$ cat src/hw/rtl/adc_seq_pkg.sv
// Package for the ADC scan sequencer: payload types, register indexes and defaults.
`timescale 1ns / 1ps
package adc_seq_pkg;

	// default sequence layout and heartbeat timing
	localparam int NUM_RAW_DEF      = 2;
	localparam int NUM_NON_LINE_DEF = 5;
	localparam int NUM_ALL_DEF      = 13;
	localparam int PERIOD_TICKS_DEF = 100;
	localparam int HALF_OFFSET_DEF  = 60;

	localparam int SAMPLE_W = 12;
	localparam int VALUE_W  = 13;
	localparam int SLOT_W   = 4;
	localparam int PHASE_W  = 7;
	localparam int TICK_W   = 16;

	// configuration port
	localparam int CFG_IDX_W  = 1;
	localparam int CFG_DATA_W = 1;
	localparam logic [CFG_IDX_W-1:0] REG_SCAN_ENABLE = 1'd0;
	localparam logic [CFG_IDX_W-1:0] REG_LED_ENABLE  = 1'd1;

	// item kinds
	localparam logic MODE_TICK   = 1'b0;
	localparam logic MODE_SAMPLE = 1'b1;

	typedef struct packed {
		logic                mode;
		logic [SAMPLE_W-1:0] sample;
	} item_t;

	typedef struct packed {
		logic               period_start;
		logic               start_conv;
		logic [SLOT_W-1:0]  channel;
		logic               slot_write;
		logic [SLOT_W-1:0]  slot;
		logic               bank;
		logic [VALUE_W-1:0] stored_value;
		logic               sequence_done;
		logic               led_on;
		logic [TICK_W-1:0]  convert_ticks;
		logic               dropped;
	} result_t;

endpackage

$ cat src/hw/rtl/adc_scan_sequencer.sv
// ADC scan sequencer: heartbeat phase counter, slot sequencing, filtering and LED control.
`timescale 1ns / 1ps
// Takes one item per clock unless stalled and gives one result per item. An item is held in the
// input register, then the single-pass step logic updates the sequencer state and loads the
// result register once that register is free, and the result can be taken when the output is
// not stalled; throughput is one item per cycle, limited only by the result register draining.
// A tick item advances the phase counter and may start a pass (phase 0: LED-off pass,
// HALF_OFFSET: LED-on pass if idle); a sample item is stored to the current slot, raw,
// low-pass filtered ((old >> 1) + sample) or routed to the line-sensor bank of the pass.
// Samples arriving with no pass running are reported with dropped set. The filter history
// is held in flops and cleared by reset. Configuration writes are always ready.
module adc_scan_sequencer #(
	parameter int NUM_RAW      = adc_seq_pkg::NUM_RAW_DEF,
	parameter int NUM_NON_LINE = adc_seq_pkg::NUM_NON_LINE_DEF,
	parameter int NUM_ALL      = adc_seq_pkg::NUM_ALL_DEF,
	parameter int PERIOD_TICKS = adc_seq_pkg::PERIOD_TICKS_DEF,
	parameter int HALF_OFFSET  = adc_seq_pkg::HALF_OFFSET_DEF
) (
	input  logic                                clk,
	input  logic                                arst_n,
	input  logic                                item_valid,
	output logic                                item_stall,
	input  adc_seq_pkg::item_t                  item,
	output logic                                result_valid,
	input  logic                                result_stall,
	output adc_seq_pkg::result_t                result,
	input  logic                                cfg_valid,
	output logic                                cfg_ready,
	input  logic [adc_seq_pkg::CFG_IDX_W-1:0]   cfg_index,
	input  logic [adc_seq_pkg::CFG_DATA_W-1:0]  cfg_data
);
	import adc_seq_pkg::*;

	localparam int FILT_DEPTH = (NUM_NON_LINE > NUM_RAW) ? (NUM_NON_LINE - NUM_RAW) : 1;
	localparam int FILT_IW    = (FILT_DEPTH > 1) ? $clog2(FILT_DEPTH) : 1;

	localparam logic [SLOT_W-1:0]  RAW_END  = SLOT_W'(NUM_RAW);
	localparam logic [SLOT_W-1:0]  NL_END   = SLOT_W'(NUM_NON_LINE);
	localparam logic [SLOT_W-1:0]  ALL_END  = SLOT_W'(NUM_ALL);
	localparam logic [PHASE_W:0]   PERIOD_C = (PHASE_W+1)'(PERIOD_TICKS);
	localparam logic [PHASE_W-1:0] HALF_C   = PHASE_W'(HALF_OFFSET);

	// configuration
	logic scan_enable_q;
	logic led_enable_q;

	// sequencer state
	logic [PHASE_W-1:0] phase_q,      phase_n;
	logic [TICK_W-1:0]  tick_q,       tick_n;
	logic [SLOT_W-1:0]  seq_q,        seq_n;
	logic               second_q,     second_n;
	logic [TICK_W-1:0]  pass_start_q, pass_start_n;
	logic               led_q,        led_n;
	logic [VALUE_W-1:0] filt_q [FILT_DEPTH];

	// input stage and result register
	logic    item_valid_s1;
	item_t   item_s1;
	logic    result_valid_q;
	result_t result_q;

	logic    out_free;
	logic    step;
	result_t res_n;

	logic               filt_we;
	logic [FILT_IW-1:0] filt_idx;
	logic [SLOT_W-1:0]  filt_k;
	logic [VALUE_W-1:0] filt_old;
	logic [VALUE_W-1:0] filt_val;
	logic [PHASE_W:0]   phase_inc;

	assign out_free     = !result_valid_q || !result_stall;
	assign step         = item_valid_s1 && out_free;
	assign item_stall   = item_valid_s1 && !out_free;
	assign result_valid = result_valid_q;
	assign result       = result_q;
	assign cfg_ready    = 1'b1;

	assign filt_k   = seq_q - RAW_END;
	assign filt_idx = filt_k[FILT_IW-1:0];
	assign filt_old = filt_q[filt_idx];
	assign filt_val = {1'b0, filt_old[VALUE_W-1:1]} + VALUE_W'(item_s1.sample);

	assign phase_inc = {1'b0, phase_q} + 1'b1;

	always_comb begin
		res_n        = '0;
		phase_n      = phase_q;
		tick_n       = tick_q;
		seq_n        = seq_q;
		second_n     = second_q;
		pass_start_n = pass_start_q;
		led_n        = led_q;
		filt_we      = 1'b0;

		if (item_s1.mode == MODE_TICK) begin
			tick_n  = tick_q + 1'b1;
			phase_n = (phase_inc >= PERIOD_C) ? '0 : phase_inc[PHASE_W-1:0];
			if (phase_n == '0) begin
				res_n.period_start = 1'b1;
				if (scan_enable_q) begin
					seq_n            = '0;
					second_n         = 1'b0;
					pass_start_n     = tick_n;
					res_n.start_conv = 1'b1;
				end
			end
			// phase 0 and the half offset never coincide, so seq_q is the live index here
			if (phase_n == HALF_C && scan_enable_q && seq_q >= ALL_END) begin
				seq_n            = '0;
				second_n         = 1'b1;
				pass_start_n     = tick_n;
				res_n.start_conv = 1'b1;
			end
		end else if (seq_q >= ALL_END) begin
			res_n.dropped = 1'b1;
		end else begin
			res_n.slot_write = 1'b1;
			res_n.slot       = seq_q;
			if (seq_q < RAW_END) begin
				res_n.stored_value = VALUE_W'(item_s1.sample);
			end else if (seq_q < NL_END) begin
				res_n.stored_value = filt_val;
				filt_we            = 1'b1;
			end else begin
				res_n.stored_value = VALUE_W'(item_s1.sample);
				res_n.bank         = second_q;
			end
			seq_n = seq_q + 1'b1;
			if (seq_n < ALL_END) begin
				res_n.start_conv = 1'b1;
				res_n.channel    = seq_n;
			end else begin
				res_n.sequence_done = 1'b1;
				res_n.convert_ticks = tick_q - pass_start_q;
				led_n               = second_q ? led_enable_q : 1'b0;
			end
		end
		res_n.led_on = led_n;
	end

	always_ff @(posedge clk or negedge arst_n) begin
		if (!arst_n) begin
			scan_enable_q <= 1'b1;
			led_enable_q  <= 1'b0;
		end else if (cfg_valid && cfg_ready) begin
			case (cfg_index)
				REG_SCAN_ENABLE: scan_enable_q <= cfg_data[0];
				REG_LED_ENABLE:  led_enable_q  <= cfg_data[0];
				default: ;
			endcase
		end
	end

	always_ff @(posedge clk or negedge arst_n) begin
		if (!arst_n) begin
			item_valid_s1 <= 1'b0;
		end else if (!item_stall) begin
			item_valid_s1 <= item_valid;
		end
	end

	always_ff @(posedge clk) begin
		if (!item_stall && item_valid) begin
			item_s1 <= item;
		end
	end

	always_ff @(posedge clk or negedge arst_n) begin
		if (!arst_n) begin
			phase_q      <= '0;
			tick_q       <= '0;
			seq_q        <= ALL_END;
			second_q     <= 1'b0;
			pass_start_q <= '0;
			led_q        <= 1'b0;
		end else if (step) begin
			phase_q      <= phase_n;
			tick_q       <= tick_n;
			seq_q        <= seq_n;
			second_q     <= second_n;
			pass_start_q <= pass_start_n;
			led_q        <= led_n;
		end
	end

	always_ff @(posedge clk or negedge arst_n) begin
		if (!arst_n) begin
			for (int i = 0; i < FILT_DEPTH; i++) begin
				filt_q[i] <= '0;
			end
		end else if (step && filt_we) begin
			filt_q[filt_idx] <= filt_val;
		end
	end

	always_ff @(posedge clk or negedge arst_n) begin
		if (!arst_n) begin
			result_valid_q <= 1'b0;
		end else if (out_free) begin
			result_valid_q <= item_valid_s1;
		end
	end

	always_ff @(posedge clk) begin
		if (step) begin
			result_q <= res_n;
		end
	end

	// idle is encoded as the slot count; the index never runs past it
	a_seq_range: assert property (@(posedge clk) disable iff (!arst_n)
		seq_q <= ALL_END)
		else $error("slot index beyond idle code");

	a_drop_alone: assert property (@(posedge clk) disable iff (!arst_n)
		result_valid && result.dropped |-> !result.slot_write && !result.start_conv)
		else $error("dropped sample also stored or started a conversion");

	a_done_no_start: assert property (@(posedge clk) disable iff (!arst_n)
		result_valid && result.sequence_done |-> !result.start_conv && result.slot_write)
		else $error("pass end requested another conversion");

	a_slot_range: assert property (@(posedge clk) disable iff (!arst_n)
		result_valid && result.slot_write |-> result.slot < ALL_END)
		else $error("stored slot out of range");

	a_led_moves_at_end: assert property (@(posedge clk) disable iff (!arst_n)
		step && (led_n != led_q) |-> res_n.sequence_done)
		else $error("LED level changed outside a pass end");

endmodule

$ cat config.mk
export PLATFORM = sky130hd
export DESIGN_NAME = adc_scan_sequencer
export DESIGN_NICKNAME = d
export VERILOG_FILES = /design/src/hw/rtl/adc_seq_pkg.sv /design/src/hw/rtl/adc_scan_sequencer.sv
export SDC_FILE = /design/constraint.sdc
export NUM_CORES = 1
export LEC_CHECK = 0
export ABC_AREA = 1
export BUFFER_PORTS_ARGS = -buffer_cell sky130_fd_sc_hd__buf_2
export CAP_MARGIN = 20
export CORE_UTILIZATION = 54
export CTS_CLUSTER_DIAMETER = 50
export DETAILED_ROUTE_END_ITERATION = 10
export GPL_TIMING_DRIVEN = 0
export PLACE_DENSITY = 0.87
export SLEW_MARGIN = 20
export SYNTH_ARGS = -nofsm -noshare
export SYNTH_HDL_FRONTEND = slang
export SYNTH_SLANG_ARGS = --single-unit
$ cat constraint.sdc
create_clock -name clk -period 3.5 [get_ports clk]
set_clock_uncertainty 0.1 [all_clocks]
set_input_delay 0.35 -clock clk [delete_from_list [all_inputs] [get_ports clk]]
set_output_delay 0.35 -clock clk [all_outputs]
set_load 0.02 [all_outputs]
==> flow_summary.yaml, run 1 <==
cells_and_area:
  fillers: 977
  layout-drive-gt1-share_pct: 17.0
  utilization_pct: 66.8
  nets: 1002
  antenna_cells: 0
  area_delta_synth_final_pct: 19.2
timing:
  worst_pin_slew_ns: 0.640
  hold_viol: 0
  max_slew_margin_pct: 57.3
  grt_setup_unrepaired: "false"
  hold-worst-slack_ns: 0.0204
  slew_viol_final: 0
  period_share_pct: 96.7
  final.min_clock_period_ns: 3.38
  setup_viol: 0
  postLayoutSetupSlackWorst_ns: 0.117
  max_freq_mhz: 296
clock_network:
  htreeDepth: 4
  clk_latency_ns: 0.43
  cts_tree: "done"
  cts-root-buf: "clkbuf_16"
  cts_max_path_buffers: 2
  cts_made_buffers: 17
  cts_num_sinks: 142
  clk_pin_slew_ns: 0.06
global_routing:
  grt_pass1_vias: 6160
  grt_max_degree: 59
  grt_pass1_wl_um: 29200
  grt_overflow: 0
  grtUsageTotal_pct: 26.1
  antenna_found_initial: 0
critical_path:
  slowest_stage: "dfstp_2"
  cp_common_cell: "nand2_1"
  worstSetupPathType: "flip-flop to flip-flop"
  required_ns: 3.59
  critPathLaunchType: "flip-flop"
  cp_max_fo: 10
  crit_arrival_ns: 3.48
  slowest_delay_ns: 0.54
  endpoint_kind: "flip-flop"
  crit_chain: "buf_4 -> buf_6 -> o21ai_0 -> o21ai_1 -> ha_2 -> inv_1 -> fa_2 -> nor3_1 -> nor2_1 -> o21ai_2 -> nand2_1 -> nand2_1 -> a21oi_1 -> inv_1 -> nand2_1 -> nand2_2 -> nand2_1 -> nand2_1 -> inv_1"
yosys:
  yosysWarnings: 0
  ys_seq_area_share_pct: 51.2
  syn-cell-area_um2: 7510
  syn_inst: 845
  yosys.area.top_type: "dfrtp_1"
  synthTopCellsByArea: "dfrtp_1 27%, edfxtp_1 23%, nand2_1 9.9%"
  synth-edff-count: 57
  ys_ff_latch: 142
  synth_top_cell_area_share_pct: 27.0
  async_reset_ff_share_pct: 59.9
  syn_nets: 901
  synthTopCellsByCount: "198 x nand2_1, 116 x inv_1, 95 x o21ai_0"
  syn_area_per_cell_um2: 8.89
  synth_most_common_cell: "nand2_1"
  ys_types: 42
  synthFlopType: "dfrtp_1"
job:
  max_cap_viol_count: 0
die:
  start_util_pct: 56.0
  num_io_pins: 67
  dieArea_um2: 14400
  die_w_um: 120
  placementRows: 42
  core-area_um2: 13400
  fp.dieH_um: 120
place:
  gp_congestion: 0.892
  io_buffers: 65
  dpl.hpwl_um: 11900
  dp_slack_ns: -0.369
detailed_routing:
  first_pass_iters: 6
  wire_per_inst_um: 15.9
  post_drt_via_cell_ratio: 5.59
  drt_iter0_markers: 558
  drc: 0
  num_vias: 6345
  postRouteAntennaNets: 0
  drt_wl_total_um: 18000
pwr:
  p_leak_nw: 4.34
  power_density_nw_per_um2: 834
  ir_drop_uv: 576
outcome:
  status: "finished, final reports clean"
min_path:
  min_path_type: "input port to flip-flop"
## cell families after synthesis
kind of cell               synth area share, %
adders and majority gates                 6.20
buffers and inverters                     7.70
AOI/OAI and AO/OA                         13.8
other                                   0.0499
xor gates and xnor gates                  3.38
and+or+nand+nor                           17.7
DFF                                       51.2
## routing by layer
metal,global-route usage [%],wire (µm),up-vias
met2,43.7,8900,281
li1,-,-,2980
met1,32.0,7560,3031
met4,12.0,474,0
met5,0,0,-
met3,6.04,1100,53
## worst max-delay path, delay by kind of cell (launching register included)
family | cells | cell delay (ns)
DFF | 1 | 0.54
and+or+nand+nor | 8 | 0.76
buffers and inverters | 5 | 0.50
AOI/OAI and AO/OA | 4 | 0.62
adders and majority gates | 2 | 0.62
## report_power, final
group          switching [mW]  leakage [nW]  internal [mW]
clock network           0.724         0.294           1.08
registers               0.205          1.65           2.16
logic                    2.22          2.40           1.08
## registers in the layout, indices dropped and copies added (netlist names)
name / flops
seq_q: 4
pass_start_q: 16
item_valid_s1: 1
second_q: 1
led_q: 1
phase_q: 7
led_enable_q: 1
filt_q: 36
tick_q: 16
item_s1: 13
result: 44
result_valid: 1
scan_enable_q: 1
## cell usage in the layout, fill, tap and decap left out, drive strengths merged, types with 13 or more instances in the layout
| cell type | instances |
|---|---|
| a21oi | 43 |
| buf | 79 |
| clkbuf | 35 |
| dfrtp | 81 |
| dlygate4sd3 | 13 |
| edfxtp | 57 |
| ha | 34 |
| inv | 122 |
| nand2 | 204 |
| nand3 | 34 |
| nor2 | 48 |
| o21ai | 109 |
| xor2 | 24 |
## stage by stage
stage | power [mW] | std cells | TNS [ns] | area (µm²)
3_3_place_gp | 5.19 | 1086 | -29.31 | 8060
5_1_grt | 7.88 | 1135 | 0 | 8950
2_1_floorplan | 4.51 | 845 | 0 | 7510
3_5_place_dp | 5.32 | 1089 | -2.90 | 8150
6_report | 7.47 | 1135 | 0 | 8950
4_1_cts | 7.26 | 1134 | -0.0214 | 8890
## what timing repair did
action                                  4_1_cts  5_1_grt
endpoints found under the setup margin       28       26
endpoints found under the hold margin        38        0
buffers inserted                              0        1
hold buffers                                 13        0
resized for setup                             7       21
gates cloned                                  0        0
pin swaps                                     0        3
## path summary, 6_finish.rpt
kind,startpoint,endpoint,slack [ns],depth (start not counted)
worst min-delay path,cfg_valid,scan_enable_q,0.02,2
worst min register to register,filt_q[28],filt_q[28],0.38,2
worst max register to register,seq_q[0],result[29],0.12,19
max in group asynchronous,arst_n,seq_q[3],2.34,3
worst max-delay path,seq_q[0],result[29],0.12,19
min in group asynchronous,arst_n,result_valid,0.29,2
## layout make-up
cell class | count | area [µm²] | area share (%)
plain buffers | 23 | 149 | 1.66
clock buffers | 22 | 529 | 5.92
clock inverters | 10 | 68.8 | 0.769
inverters | 119 | 447 | 4.99
multi-input cells | 561 | 3140 | 35.1
flip-flops and latches | 142 | 3840 | 43.0
well taps | 176 | 220 | 2.46
repair buffers | 82 | 548 | 6.13
Note: power is estimated with default switching activity, not from simulation.
==> run 2: changes to the inputs <==
Settings changed: ABC_AREA 1 to 0, CORE_MARGIN set to 2.
==> flow_summary.yaml, run 2 <==
outcome:
  status: "finished, final reports clean"
global_routing:
  grt_pass1_vias: 5575
  grt_pass1_wl_um: 27300
  grtUsageTotal_pct: 23.8
  antenna_found_initial: 0
  grt_overflow: 0
  grt_max_degree: 52
cells_and_area:
  final_cell_mix: "90 x nand2_1, 80 x dfrtp_1, 67 x buf_2"
  antenna_cells: 0
  area_delta_synth_final_pct: 18.3
  postLayoutCellArea_um2: 8910
  largest_reg_flops: 44
  layout-drive-gt1-share_pct: 18.7
  final_common_cell: "nand2_1"
  nets: 879
min_path:
  min_from: "item[11]"
  whs_endpoint: "item_s1[11]"
  whs_path_depth: 1
  min_path_type: "input port to flip-flop"
yosys:
  async_reset_ff_share_pct: 59.9
  syn-cell-area_um2: 7530
  syn_nets: 781
  synthTopCellsByArea: "dfrtp_1 27%, edfxtp_1 23%, ha_1 5.6%"
  syn_area_per_cell_um2: 10.4
  synth_top_cell_area_share_pct: 26.9
  synthTopCellsByCount: "90 x nand2_1, 81 x dfrtp_1, 60 x nor2_1"
  ys_types: 60
  synth_most_common_cell: "nand2_1"
  yosys.area.top_type: "dfrtp_1"
  ys_seq_area_share_pct: 51.0
  syn_inst: 725
  synth-edff-count: 57
  ys_ff_latch: 142
  synthFlopType: "dfrtp_1"
  yosysWarnings: 0
detailed_routing:
  post_drt_via_cell_ratio: 5.72
  drt_wl_total_um: 16700
  drc: 0
  num_vias: 5808
  drt_iter0_markers: 546
  postRouteAntennaNets: 0
  first_pass_iters: 7
  wire_per_inst_um: 16.5
place:
  dpl.hpwl_um: 11200
  dpl_cell_area_um2: 8110
  io_buffers: 65
  gp_congestion: 0.896
die:
  die_w_um: 122
  num_io_pins: 67
  fp.dieH_um: 122
  placementRows: 43
  start_util_pct: 54.7
  dieArea_um2: 14900
  core-area_um2: 13800
critical_path:
  cp_max_fo: 10
  critPathLaunchType: "flip-flop"
  required_ns: 3.55
  worst_r2r_path_depth: 10
  crit_arrival_ns: 3.41
  worst_r2r_startpoint: "seq_q[0]"
  worstSetupPathType: "flip-flop to flip-flop"
  r2r-end: "result[31]"
  endpoint_kind: "flip-flop"
  r2r_slack_ns: 0.13
clock_network:
  clk_pin_slew_ns: 0.06
  cts_tree: "done"
  cts_max_path_buffers: 2
  htreeDepth: 4
  clk_latency_ns: 0.43
  cts_made_buffers: 17
  cts_num_sinks: 142
  cts-root-buf: "clkbuf_16"
timing:
  worst_pin_slew_ns: 0.905
  max_freq_mhz: 297
  hold-worst-slack_ns: 0.0178
  setup_viol: 0
  final.min_clock_period_ns: 3.37
  hold_viol: 0
  slew_viol_final: 0
  setup_tns_ns: 0
  max_slew_margin_pct: 39.6
  period_share_pct: 96.2
pwr:
  p_leak_nw: 4.00
  ir_drop_uv: 463
  power_density_nw_per_um2: 704
job:
  max_cap_viol_count: 0
run 2: cells by family after synthesis:
logic type / count (synthesis) / synth area share, %
mux: 48 / 6.71
other cells: 1 / 0.0498
compound gates: 147 / 12.0
fa+ha+maj: 36 / 6.18
xor+xnor: 47 / 5.46
buf+inv: 69 / 4.00
simple gates: 235 / 14.6
flops: 142 / 51.0
run 2: layout make-up:
type,instances,area (µm²)
fill,1046,4860
timing repair buffer,81,498
buffer,26,145
sequential,142,3840
clock buffer,26,520
inverter,41,155
clock inverter,6,105
multi-input combinational,514,3420
tap,180,225
run 2: how the worst max path moves through the flow:
stage | slack [ns] | cells past startpoint | to | startpoint
global route | -0.02 | 10 | filt_q[35] | seq_q[0]
CTS | 0.006 | 10 | result[31] | seq_q[1]
global placement | -0.28 | 11 | result[31] | seq_q[1]
detailed placement | -0.45 | 11 | result[31] | seq_q[1]
floorplan | 0.29 | 14 | result[25] | seq_q[1]
finish | 0.13 | 10 | result[31] | seq_q[0]
run 2: power breakdown:
part           switching, mW  internal, mW
Combinational           1.25         0.826
Sequential             0.210          2.09
Clock                  0.662          1.24
run 2: per-layer routing:
metal	vias up	wire, µm	GRT usage, %	part of all wire, %
li1	2739	-	-	-
met1	2778	7260	31.2	43
met2	251	8120	39.0	49
met3	40	966	5.06	5.8
met4	0	371	9.05	2.2
met5	-	0	0	0
run 2: through the flow:
stage | utilization (%) | total power, mW | cells | setup WS, ns
after detailed placement | 58.9 | 4.29 | 971 | -0.447
final | 64.7 | 6.28 | 1016 | 0.133
after CTS | 64.4 | 6.21 | 1014 | 0.00556
after global routing | 64.7 | 6.64 | 1016 | -0.0210
after floorplan | - | 3.76 | 725 | 0.293
after global placement | 58.7 | 4.19 | 970 | -0.284
run 2: repair_timing:
item / CTS / global route
gates resized for setup: 5 / 9
setup buffers: 0 / 3
hold endpoints to repair: 47 / 0
pin swaps: 0 / 2
setup endpoints to repair: 29 / 47
hold buffers: 12 / 0
run 2: worst max-delay path, stage by stage (launching register included):
cell and delay (ns):
dfstp_2 0.63, clkbuf_1 0.44, o21ai_0 0.27, ha_1 0.42, or2_2 0.32, a31oi_1 0.25, nor2_1 0.07, o21ai_0 0.15
a21boi_2 0.13, o22ai_2 0.21, nor3_1 0.09
